==> src/hw/rtl/mirl_pkg.sv <==
// Shared types, constants and helpers for the metric index raise/lower unit.
// No dependencies; the interfaces, sequencer, datapath and top level use this package.
package mirl_pkg;

  localparam int unsigned MaxRank  = 3;
  localparam int unsigned ValW     = 32;
  localparam int unsigned PosW     = 4;
  localparam int unsigned DigW     = 2;
  localparam int unsigned FracBits = 16;
  localparam int unsigned AccW     = 66;
  localparam int unsigned CfgIdxW  = 1;
  localparam int unsigned CfgDataW = 2;

  // configuration register indexes
  localparam logic [CfgIdxW-1:0] CfgRaisedPos = 1'b0;
  localparam logic [CfgIdxW-1:0] CfgDimsUsed  = 1'b1;

  localparam logic [DigW-1:0] DimsReset = 2'd3;

  // input item opcodes
  localparam logic OpMetric = 1'b0;
  localparam logic OpTensor = 1'b1;

  typedef enum logic [1:0] {
    StLoad,
    StIssue,
    StDrain,
    StEmit
  } ctrl_state_e;

  typedef struct packed {
    logic load;   // input transfer this cycle
    logic start;  // transfer carries the last flag
    logic issue;  // read one metric/tensor pair
    logic emit;   // move finished sum to the output register
  } dp_cmd_t;

  typedef struct packed {
    logic j_last;
    logic elem_last;
    logic acc_done;
    logic out_free;
  } dp_status_t;

  // small integer power, base <= 3, exponent <= MaxRank
  function automatic logic [4:0] pow_small(logic [DigW-1:0] base, logic [1:0] expo);
    logic [4:0] r;
    r = 5'd1;
    for (int k = 0; k < MaxRank; k++) begin
      if (k < int'(expo)) begin
        r = 5'(r * 5'(base));
      end
    end
    return r;
  endfunction

endpackage

==> src/hw/rtl/mirl_if.sv <==
// Stream channel interfaces for the metric index raise/lower unit.
// Depends on mirl_pkg for field widths.
interface mirl_in_if;
  logic                              valid;
  logic                              ready;
  logic                              op;
  logic signed [mirl_pkg::ValW-1:0]  in_value;
  logic                              in_last;

  modport source (output valid, output op, output in_value, output in_last, input ready);
  modport sink   (input valid, input op, input in_value, input in_last, output ready);
endinterface

interface mirl_out_if;
  logic                              valid;
  logic                              ready;
  logic signed [mirl_pkg::ValW-1:0]  out_value;
  logic        [mirl_pkg::PosW-1:0]  out_position;
  logic                              out_last;

  modport source (output valid, output out_value, output out_position, output out_last,
                  input ready);
  modport sink   (input valid, input out_value, input out_position, input out_last,
                  output ready);
endinterface

==> src/hw/rtl/mirl_ram.sv <==
// Generic single-write, single-read RAM with registered read data.
// No dependencies.
module mirl_ram #(
  parameter int unsigned Width = 32,
  parameter int unsigned Depth = 9,
  localparam int unsigned AddrW = (Depth > 1) ? $clog2(Depth) : 1
) (
  input  logic             clk_i,
  input  logic             we_i,
  input  logic [AddrW-1:0] waddr_i,
  input  logic [Width-1:0] wdata_i,
  input  logic [AddrW-1:0] raddr_i,
  output logic [Width-1:0] rdata_o
);

  logic [Width-1:0] mem_q [Depth];
  logic [Width-1:0] rdata_q;

  always_ff @(posedge clk_i) begin
    if (we_i) begin
      mem_q[waddr_i] <= wdata_i;
    end
    rdata_q <= mem_q[raddr_i];
  end

  assign rdata_o = rdata_q;

endmodule

==> src/hw/rtl/mirl_ctrl.sv <==
// Sequencer for the metric index raise/lower unit: load, issue, drain, emit.
// Depends on mirl_pkg for the state enum and command/status structs.
module mirl_ctrl (
  input  logic                 clk_i,
  input  logic                 rst_ni,
  input  logic                 in_valid_i,
  input  logic                 in_last_i,
  output logic                 in_ready_o,
  input  mirl_pkg::dp_status_t status_i,
  output mirl_pkg::dp_cmd_t    cmd_o
);

  mirl_pkg::ctrl_state_e state_q, state_d;

  always_ff @(posedge clk_i or negedge rst_ni) begin
    if (!rst_ni) begin
      state_q <= mirl_pkg::StLoad;
    end else begin
      state_q <= state_d;
    end
  end

  always_comb begin
    state_d = state_q;
    case (state_q)
      mirl_pkg::StLoad: begin
        if (in_valid_i && in_last_i) state_d = mirl_pkg::StIssue;
      end
      mirl_pkg::StIssue: begin
        if (status_i.j_last) state_d = mirl_pkg::StDrain;
      end
      mirl_pkg::StDrain: begin
        if (status_i.acc_done) state_d = mirl_pkg::StEmit;
      end
      mirl_pkg::StEmit: begin
        if (status_i.out_free) begin
          state_d = status_i.elem_last ? mirl_pkg::StLoad : mirl_pkg::StIssue;
        end
      end
      default: state_d = mirl_pkg::StLoad;
    endcase
  end

  always_comb begin
    in_ready_o  = (state_q == mirl_pkg::StLoad);
    cmd_o.load  = in_ready_o && in_valid_i;
    cmd_o.start = cmd_o.load && in_last_i;
    cmd_o.issue = (state_q == mirl_pkg::StIssue);
    cmd_o.emit  = (state_q == mirl_pkg::StEmit) && status_i.out_free;
  end

endmodule

==> src/hw/rtl/mirl_dp.sv <==
// Datapath: config registers, metric/tensor stores, index counters, MAC and output register.
// Depends on mirl_pkg and mirl_ram.
module mirl_dp #(
  parameter int unsigned DIM  = 3,
  parameter int unsigned RANK = 2
) (
  input  logic                                clk_i,
  input  logic                                rst_ni,
  input  logic                                cfg_we_i,
  input  logic [mirl_pkg::CfgIdxW-1:0]        cfg_idx_i,
  input  logic [mirl_pkg::CfgDataW-1:0]       cfg_data_i,
  input  mirl_pkg::dp_cmd_t                   cmd_i,
  output mirl_pkg::dp_status_t                status_o,
  input  logic                                op_i,
  input  logic signed [mirl_pkg::ValW-1:0]    in_value_i,
  input  logic                                out_ready_i,
  output logic                                out_valid_o,
  output logic signed [mirl_pkg::ValW-1:0]    out_value_o,
  output logic [mirl_pkg::PosW-1:0]           out_position_o,
  output logic                                out_last_o
);

  localparam int unsigned MSize = DIM * DIM;
  localparam int unsigned TSize = DIM ** RANK;
  localparam int unsigned MAW   = (MSize > 1) ? $clog2(MSize) : 1;
  localparam int unsigned TAW   = (TSize > 1) ? $clog2(TSize) : 1;
  localparam int unsigned MCW   = $clog2(MSize + 1);
  localparam int unsigned TCW   = $clog2(TSize + 1);
  localparam int unsigned RIW   = (RANK > 1) ? $clog2(RANK) : 1;
  localparam int unsigned ShrW  = mirl_pkg::AccW - mirl_pkg::FracBits;
  localparam int unsigned DW    = mirl_pkg::DigW;
  localparam int unsigned VW    = mirl_pkg::ValW;

  // configuration
  logic          rp_q;
  logic [DW-1:0] dims_q;

  always_ff @(posedge clk_i or negedge rst_ni) begin
    if (!rst_ni) begin
      rp_q   <= 1'b0;
      dims_q <= mirl_pkg::DimsReset;
    end else if (cfg_we_i) begin
      case (cfg_idx_i)
        mirl_pkg::CfgRaisedPos: rp_q   <= cfg_data_i[0];
        mirl_pkg::CfgDimsUsed:  dims_q <= cfg_data_i[DW-1:0];
        default: ;
      endcase
    end
  end

  // effective dimensions and position, derived sizes
  logic [DW-1:0]  n_eff;
  logic [RIW-1:0] rp_eff;
  logic [4:0]     msize, tsize, stride;

  always_comb begin
    if (dims_q == '0)                n_eff = DW'(1);
    else if (int'(dims_q) > DIM)     n_eff = DW'(DIM);
    else                             n_eff = dims_q;
    if (int'(rp_q) >= RANK)          rp_eff = RIW'(RANK - 1);
    else                             rp_eff = RIW'(rp_q);
    msize  = mirl_pkg::pow_small(n_eff, 2'd2);
    tsize  = mirl_pkg::pow_small(n_eff, 2'(RANK));
    stride = mirl_pkg::pow_small(n_eff, 2'(RANK - 1) - 2'(rp_eff));
  end

  // store fill counts
  logic [MCW-1:0] mcount_q;
  logic [TCW-1:0] tcount_q;
  logic           m_we, t_we;

  assign m_we = cmd_i.load && (op_i == mirl_pkg::OpMetric) && (5'(mcount_q) < msize);
  assign t_we = cmd_i.load && (op_i == mirl_pkg::OpTensor) && (5'(tcount_q) < tsize);

  // output element and contraction counters
  logic [TAW-1:0] p_q;
  logic [DW-1:0]  j_q;
  logic [DW-1:0]  idx_q [RANK];
  logic [DW-1:0]  idx_nxt [RANK];
  logic [DW-1:0]  a_dig;
  logic           j_last, elem_last;

  assign a_dig     = idx_q[rp_eff];
  assign j_last    = (j_q == DW'(n_eff - DW'(1)));
  assign elem_last = (6'(p_q) == 6'(tsize) - 6'd1);

  // odometer step over the row-major indexes
  always_comb begin
    logic carry;
    carry   = 1'b1;
    idx_nxt = idx_q;
    for (int k = RANK - 1; k >= 0; k--) begin
      if (carry) begin
        if (idx_q[k] == DW'(n_eff - DW'(1))) begin
          idx_nxt[k] = '0;
        end else begin
          idx_nxt[k] = idx_q[k] + DW'(1);
          carry      = 1'b0;
        end
      end
    end
  end

  always_ff @(posedge clk_i or negedge rst_ni) begin
    if (!rst_ni) begin
      mcount_q <= '0;
      tcount_q <= '0;
      p_q      <= '0;
      j_q      <= '0;
      idx_q    <= '{default: '0};
    end else begin
      if (m_we) mcount_q <= mcount_q + MCW'(1);
      if (t_we) tcount_q <= tcount_q + TCW'(1);
      if (cmd_i.emit && elem_last) begin
        mcount_q <= '0;
        tcount_q <= '0;
      end
      if (cmd_i.start) begin
        p_q   <= '0;
        j_q   <= '0;
        idx_q <= '{default: '0};
      end else begin
        if (cmd_i.issue) j_q <= j_last ? '0 : j_q + DW'(1);
        if (cmd_i.emit) begin
          p_q   <= p_q + TAW'(1);
          idx_q <= idx_nxt;
        end
      end
    end
  end

  // read addresses: metric[a][j], tensor[p - a*stride + j*stride]
  logic [3:0]     m_addr_w;
  logic [5:0]     t_addr_w;
  logic [VW-1:0]  m_rdata, t_rdata;

  assign m_addr_w = 4'(a_dig) * 4'(n_eff) + 4'(j_q);
  assign t_addr_w = 6'(p_q) - 6'(a_dig) * 6'(stride) + 6'(j_q) * 6'(stride);

  mirl_ram #(.Width(VW), .Depth(MSize)) u_metric_ram (
    .clk_i   (clk_i),
    .we_i    (m_we),
    .waddr_i (MAW'(mcount_q)),
    .wdata_i (in_value_i),
    .raddr_i (MAW'(m_addr_w)),
    .rdata_o (m_rdata)
  );

  mirl_ram #(.Width(VW), .Depth(TSize)) u_tensor_ram (
    .clk_i   (clk_i),
    .we_i    (t_we),
    .waddr_i (TAW'(tcount_q)),
    .wdata_i (in_value_i),
    .raddr_i (TAW'(t_addr_w)),
    .rdata_o (t_rdata)
  );

  // MAC pipeline: read data -> product -> accumulate
  logic                          v1_q, f1_q, l1_q, v2_q, f2_q, l2_q, done_q;
  logic signed [2*VW-1:0]        prod_q;
  logic signed [mirl_pkg::AccW-1:0] acc_q;

  always_ff @(posedge clk_i or negedge rst_ni) begin
    if (!rst_ni) begin
      v1_q   <= 1'b0;
      f1_q   <= 1'b0;
      l1_q   <= 1'b0;
      v2_q   <= 1'b0;
      f2_q   <= 1'b0;
      l2_q   <= 1'b0;
      done_q <= 1'b0;
    end else begin
      v1_q   <= cmd_i.issue;
      f1_q   <= cmd_i.issue && (j_q == '0);
      l1_q   <= cmd_i.issue && j_last;
      v2_q   <= v1_q;
      f2_q   <= f1_q;
      l2_q   <= l1_q;
      done_q <= v2_q && l2_q;
    end
  end

  always_ff @(posedge clk_i) begin
    prod_q <= $signed(m_rdata) * $signed(t_rdata);
    if (v2_q) begin
      acc_q <= (f2_q ? '0 : acc_q) + mirl_pkg::AccW'(prod_q);
    end
  end

  // floor shift by the fraction width, then saturate
  logic signed [ShrW-1:0] shr;
  logic [ShrW-VW:0]       shr_top;
  logic [VW-1:0]          sat_val;

  assign shr     = acc_q[mirl_pkg::AccW-1:mirl_pkg::FracBits];
  assign shr_top = shr[ShrW-1:VW-1];

  always_comb begin
    if ((&shr_top) || !(|shr_top)) sat_val = shr[VW-1:0];
    else if (shr[ShrW-1])          sat_val = {1'b1, {(VW-1){1'b0}}};
    else                           sat_val = {1'b0, {(VW-1){1'b1}}};
  end

  // output register
  logic                   out_valid_q;
  logic signed [VW-1:0]   out_value_q;
  logic [mirl_pkg::PosW-1:0] out_pos_q;
  logic                   out_last_q;

  always_ff @(posedge clk_i or negedge rst_ni) begin
    if (!rst_ni) begin
      out_valid_q <= 1'b0;
    end else if (cmd_i.emit) begin
      out_valid_q <= 1'b1;
    end else if (out_ready_i) begin
      out_valid_q <= 1'b0;
    end
  end

  always_ff @(posedge clk_i) begin
    if (cmd_i.emit) begin
      out_value_q <= $signed(sat_val);
      out_pos_q   <= mirl_pkg::PosW'(p_q);
      out_last_q  <= elem_last;
    end
  end

  assign out_valid_o    = out_valid_q;
  assign out_value_o    = out_value_q;
  assign out_position_o = out_pos_q;
  assign out_last_o     = out_last_q;

  assign status_o.j_last    = j_last;
  assign status_o.elem_last = elem_last;
  assign status_o.acc_done  = done_q;
  assign status_o.out_free  = !out_valid_q || out_ready_i;

endmodule

==> src/hw/rtl/metric_index_raise_lower_unit.sv <==
// Top level of the metric index raise/lower unit.
// Depends on mirl_pkg, mirl_if, mirl_ram, mirl_ctrl and mirl_dp.

// Raises or lowers one index of a rank-RANK tensor with a metric, one grid point at a
// time. Send the n*n metric elements (op 0) and the n^RANK tensor elements (op 1) in
// row-major order, one per cycle; elements past a full store are dropped. The transfer
// with in_last set starts the contraction, and input is held off until every output
// element has been computed. Each output element is the sum over j of metric[a][j]
// times the tensor element with index j at the raised position, computed on a single
// 32x32 multiplier: one metric/tensor pair is read per j, each pair passes through the
// read, product and accumulate registers, and the saturated Q16.16 result is handed to
// the output register once that register is free. The next element computes while the
// previous one waits in the output register. Configuration (raised_position, dims_used)
// may only be written while the unit is idle; out-of-range values are clamped.
module metric_index_raise_lower_unit #(
  parameter int unsigned DIM  = 3,
  parameter int unsigned RANK = 2
) (
  input  logic                          clk_i,
  input  logic                          rst_ni,
  mirl_in_if.sink                       in_ch_i,
  mirl_out_if.source                    out_ch_o,
  input  logic                          cfg_we_i,
  input  logic [mirl_pkg::CfgIdxW-1:0]  cfg_idx_i,
  input  logic [mirl_pkg::CfgDataW-1:0] cfg_data_i
);

  mirl_pkg::dp_cmd_t    cmd;
  mirl_pkg::dp_status_t status;

  // sequencer: owns input ready and paces the MAC
  mirl_ctrl u_ctrl (
    .clk_i      (clk_i),
    .rst_ni     (rst_ni),
    .in_valid_i (in_ch_i.valid),
    .in_last_i  (in_ch_i.in_last),
    .in_ready_o (in_ch_i.ready),
    .status_i   (status),
    .cmd_o      (cmd)
  );

  // stores, counters, MAC and output register
  mirl_dp #(.DIM(DIM), .RANK(RANK)) u_dp (
    .clk_i          (clk_i),
    .rst_ni         (rst_ni),
    .cfg_we_i       (cfg_we_i),
    .cfg_idx_i      (cfg_idx_i),
    .cfg_data_i     (cfg_data_i),
    .cmd_i          (cmd),
    .status_o       (status),
    .op_i           (in_ch_i.op),
    .in_value_i     (in_ch_i.in_value),
    .out_ready_i    (out_ch_o.ready),
    .out_valid_o    (out_ch_o.valid),
    .out_value_o    (out_ch_o.out_value),
    .out_position_o (out_ch_o.out_position),
    .out_last_o     (out_ch_o.out_last)
  );

  // a last-flagged transfer must close the input side for the contraction
  a_last_blocks_input: assert property (@(posedge clk_i) disable iff (!rst_ni)
    in_ch_i.valid && in_ch_i.ready && in_ch_i.in_last |=> !in_ch_i.ready)
    else $error("input still open after last transfer");

  // the accumulator finishes only while the input side is closed
  a_acc_while_busy: assert property (@(posedge clk_i) disable iff (!rst_ni)
    status.acc_done |-> !in_ch_i.ready)
    else $error("sum completed while loading");

  // a result never overwrites one that has not been transferred
  a_emit_has_slot: assert property (@(posedge clk_i) disable iff (!rst_ni)
    cmd.emit |-> status.out_free)
    else $error("output register overwritten");

  // handing off the final element reopens the input side
  a_final_reopens: assert property (@(posedge clk_i) disable iff (!rst_ni)
    cmd.emit && status.elem_last |=> in_ch_i.ready)
    else $error("input not reopened after final element");

endmodule
==> src/flat_wrapper.sv <==
// flat-port wrapper written by rule: the top's interface ports become plain ports
module metric_index_raise_lower_unit_flat 
#(
  parameter int unsigned DIM  = 3,
  parameter int unsigned RANK = 2
)
  (clk_i, rst_ni, cfg_we_i, cfg_idx_i, cfg_data_i, in_ch_i_valid, in_ch_i_op, in_ch_i_in_value, in_ch_i_in_last, in_ch_i_ready, out_ch_o_valid, out_ch_o_out_value, out_ch_o_out_position, out_ch_o_out_last, out_ch_o_ready);
  mirl_in_if in_ch_i_i ();
  mirl_out_if out_ch_o_i ();
  input  logic clk_i;
  input  logic rst_ni;
  input  logic cfg_we_i;
  input  logic [mirl_pkg::CfgIdxW-1:0] cfg_idx_i;
  input  logic [mirl_pkg::CfgDataW-1:0] cfg_data_i;
  input wire logic [$bits(in_ch_i_i.valid)-1:0] in_ch_i_valid;
  input wire logic [$bits(in_ch_i_i.op)-1:0] in_ch_i_op;
  input wire logic [$bits(in_ch_i_i.in_value)-1:0] in_ch_i_in_value;
  input wire logic [$bits(in_ch_i_i.in_last)-1:0] in_ch_i_in_last;
  output wire logic [$bits(in_ch_i_i.ready)-1:0] in_ch_i_ready;
  output wire logic [$bits(out_ch_o_i.valid)-1:0] out_ch_o_valid;
  output wire logic [$bits(out_ch_o_i.out_value)-1:0] out_ch_o_out_value;
  output wire logic [$bits(out_ch_o_i.out_position)-1:0] out_ch_o_out_position;
  output wire logic [$bits(out_ch_o_i.out_last)-1:0] out_ch_o_out_last;
  input wire logic [$bits(out_ch_o_i.ready)-1:0] out_ch_o_ready;
  assign in_ch_i_i.valid = in_ch_i_valid;
  assign in_ch_i_i.op = in_ch_i_op;
  assign in_ch_i_i.in_value = in_ch_i_in_value;
  assign in_ch_i_i.in_last = in_ch_i_in_last;
  assign in_ch_i_ready = in_ch_i_i.ready;
  assign out_ch_o_valid = out_ch_o_i.valid;
  assign out_ch_o_out_value = out_ch_o_i.out_value;
  assign out_ch_o_out_position = out_ch_o_i.out_position;
  assign out_ch_o_out_last = out_ch_o_i.out_last;
  assign out_ch_o_i.ready = out_ch_o_ready;
  metric_index_raise_lower_unit #(.DIM(DIM), .RANK(RANK)) u_core (.clk_i(clk_i), .rst_ni(rst_ni), .in_ch_i(in_ch_i_i), .out_ch_o(out_ch_o_i), .cfg_we_i(cfg_we_i), .cfg_idx_i(cfg_idx_i), .cfg_data_i(cfg_data_i));
endmodule
==> config.mk <==
export PLATFORM = sky130hd
export DESIGN_NAME = metric_index_raise_lower_unit_flat
export DESIGN_NICKNAME = d
export VERILOG_FILES = /design/src/hw/rtl/mirl_pkg.sv /design/src/hw/rtl/mirl_if.sv /design/src/hw/rtl/mirl_ram.sv /design/src/hw/rtl/mirl_ctrl.sv /design/src/hw/rtl/mirl_dp.sv /design/src/hw/rtl/metric_index_raise_lower_unit.sv /design/src/flat_wrapper.sv
export SDC_FILE = /design/constraint.sdc
export NUM_CORES = 2
export LEC_CHECK = 0
export ABC_CLOCK_PERIOD_IN_PS = 22100
export BUFFER_PORTS_ARGS = -buffer_cell sky130_fd_sc_hd__clkbuf_2
export CAP_MARGIN = 20
export CORE_UTILIZATION = 60
export DETAILED_ROUTE_END_ITERATION = 12
export PLACE_DENSITY = 0.76
export SLEW_MARGIN = 20
export SYNTH_ARGS = -nofsm -noshare
export SYNTH_HDL_FRONTEND = slang
export SYNTH_SLANG_ARGS = --single-unit
==> constraint.sdc <==
create_clock -name clk_i -period 22.1 [get_ports clk_i]
set_clock_uncertainty 0.15 [all_clocks]
set_input_delay 0 -clock clk_i [delete_from_list [all_inputs] [get_ports clk_i]]
set_output_delay 0 -clock clk_i [all_outputs]
set_load 0.05 [all_outputs]
==> run metrics <==
Netlist cell types=82; Worst-Skew Late Latency=690 ps; first-pass GRT wire length=273,000 um; setup violators final=0; crit path time final=9110 ps; Die ar.=0.118 mm2; Post-synth EDFFs=679; Die W=344 um; I/O pins=81; GR peak layer=met2; Initial Util=60.9%; post-route ant nets=0; core area=0.115 mm2; die height=344 um; placer congestion estimate=0.921; # rows=124; DRC errors left=0; min-delay worst type=in2reg; Post-CTS Setup Bufs=0; R2R Setup Slk=12,990 ps; Post-DP HPWL=115,000 um; commonest non-fill, non-tap cell in the layout=fa_1; Clock Sinks=838; FF+latch count, synth=838; antenna violations before repair=6; ys async rst share=3.70%; slew of the pin with the lowest slew margin=1190 ps; top post-synthesis cells by area=fa_1, edfxtp_1, inv_1, ha_1, and2_1; Total GRT Usage=30.6%; max_cap viols=0; number of hold buffers added after CTS=49; root buffer cell=clkbuf_16; Num CTS Buffers=87; number of global-route vias before repair=48.0k; Final Util=65.5%; routed via count=44.1k; CTS tree=built; setup tns final=0 ps; footprint of the multi-input gates=0.0414 mm2; Pre-Repair DR Iteration Count=5; post_cts resized=0; Seq/Total Area, Yosys=33.9%; Final period util=41.2%; area grow syn2layout=7.61%; FILL cells=8,374; top cell type's share of synthesized area=31.2%; highest fanout seen on the critical path=32; Worst Setup Start Kind=flip-flop; Syn Nets=7,364; Fmax=110 MHz; routing usage on met2=49.1%; crit path DAT=9580 ps; highest-count cells in the layout ignoring fill and taps=fa_1, inv_1, edfxtp_1; GRT Residual Overflow=0; Synth area leader=fa_1; Warnings, synthesis=0; nets@finish=7,351; share of layout cells above drive strength 1=8.56%; worst rel slew slack=20.8%; Synth Instances=5,958; register area=0.0238 mm2; wire length per cell=23.0 um; CTS clk-pin slew, worst paths=80 ps; Max Slew Vio Count=0; Post-Syn Area=0.0700 mm2; ys flop type=edfxtp_1; CTS max path bufs=3; Initial DRC Count=3,938; H-Tree Depth=3; met3 usage=7.20%; synthesized area per cell=11.7 um2; GR Util met1=41.1%; PortBufs=80; total routed wirelength=173,000 um; via/cell ratio=5.85; Crit Path Class=reg2reg; worst endpoint required time=22,570 ps; largest net degree at the start of global routing=65; final hold viol count=0; RSZ-0062 raised after global routing=false; outcome=complete, no violations; nature of the critical path endpoint=flip-flop
## layer usage
layer	wire length, um	up-vias
li1	-	18900
met1	67800	22400
met2	81200	2241
met3	17600	469
met4	6440	2
met5	12	-
## cells by family after synthesis
logic type | synth area share, %
AO/OA/AOI/OAI | 4.84
XOR/XNOR | 1.86
adder cells (fa/ha/maj) | 36.1
buffers and inverters | 7.04
flip-flops | 33.9
multiplexers | 5.14
AND/OR/NAND/NOR | 11.1
## critical path, stage by stage, from the launching register on
cell and delay, ps:
dfxtp_2 730, nand2_1 240, inv_1 140, fa_1 400, inv_1 270, fa_1 490
inv_1 230, fa_1 500, fa_1 970, inv_1 410, fa_1 580, inv_1 50
fa_1 520, inv_1 50, fa_1 470, inv_1 50, fa_1 450, ha_1 380
a21oi_1 230, o21ai_0 180, or3_1 380, o21ai_0 210, o21a_1 160, nand2_1 90
a21o_1 210, a21o_1 170, a21oi_1 170, xnor2_1 130
## flip-flops by register name, summed over array words and instances (netlist names), 4 cells and up
name	flops
u_core.u_dp.tcount_q	4
u_core.u_dp.prod_q	64
u_core.u_dp.u_tensor_ram.rdata_o	32
u_core.u_dp.p_q	4
u_core.u_dp.out_value_o	32
u_core.u_dp.u_metric_ram.rdata_o	32
u_core.u_dp.mcount_q	4
u_core.u_dp.u_tensor_ram.mem_q	288
u_core.u_dp.acc_q	66
u_core.u_dp.u_metric_ram.mem_q	288
u_core.u_dp.idx_q	4
u_core.u_dp.out_position_o	4
## cell type report
class | instances | share of cell area, %
Multi-Input combinational cell | 3811 | 55.0
Sequential cell | 838 | 31.6
Inverter | 1019 | 5.08
Clock buffer | 112 | 3.17
Tap cell | 1512 | 2.51
Timing Repair Buffer | 188 | 1.83
Clock inverter | 50 | 0.797
Antenna cell | 7 | 0.0233
## final timing paths
kind                                                 startpoint                     end  cells past startpoint
setup reg to reg           u_core.u_dp.u_metric_ram.rdata_o[31]  u_core.u_dp.prod_q[59]                     27
hold reg to reg                                u_core.u_dp.f1_q        u_core.u_dp.f2_q                      0
min in group asynchronous                                rst_ni   u_core.u_dp.dims_q[0]                      3
setup / recovery           u_core.u_dp.u_metric_ram.rdata_o[31]  u_core.u_dp.prod_q[59]                     27
max in group asynchronous                                rst_ni        u_core.u_dp.v2_q                      4
hold / removal                                        cfg_idx_i      u_core.u_dp.rp_eff                      4
## through the flow
stage | setup slack [ps] | hold slack (ps) | cell area (um2) | std cells
after detailed placement | 12600 | -35.8 | 71800 | 7317
after CTS | 12580 | 21.7 | 75200 | 7528
after floorplan | 14130 | -446 | 70000 | 5958
after global routing | 12420 | 78.7 | 75300 | 7532
after global placement | 12740 | -33.1 | 71800 | 7317
final | 12990 | 89.5 | 75300 | 7537
## synthesized netlist by cell type (50+ instances only)
cell      instances
dfxtp_1         128
a21oi_1         147
nand2_1         662
fa_1           1091
xor2_1           50
mux2i_1          66
and2_1          539
mux4_2          128
inv_1          1019
nor2_1          125
o21ai_0         134
xnor2_1          99
ha_1            273
clkbuf_1        259
a21o_1           98
nor2b_1          78
edfxtp_1        679
Power is left out: the tool's default activity adds up to more than one toggle a clock period on the data nets, which glitch-free logic cannot reach.
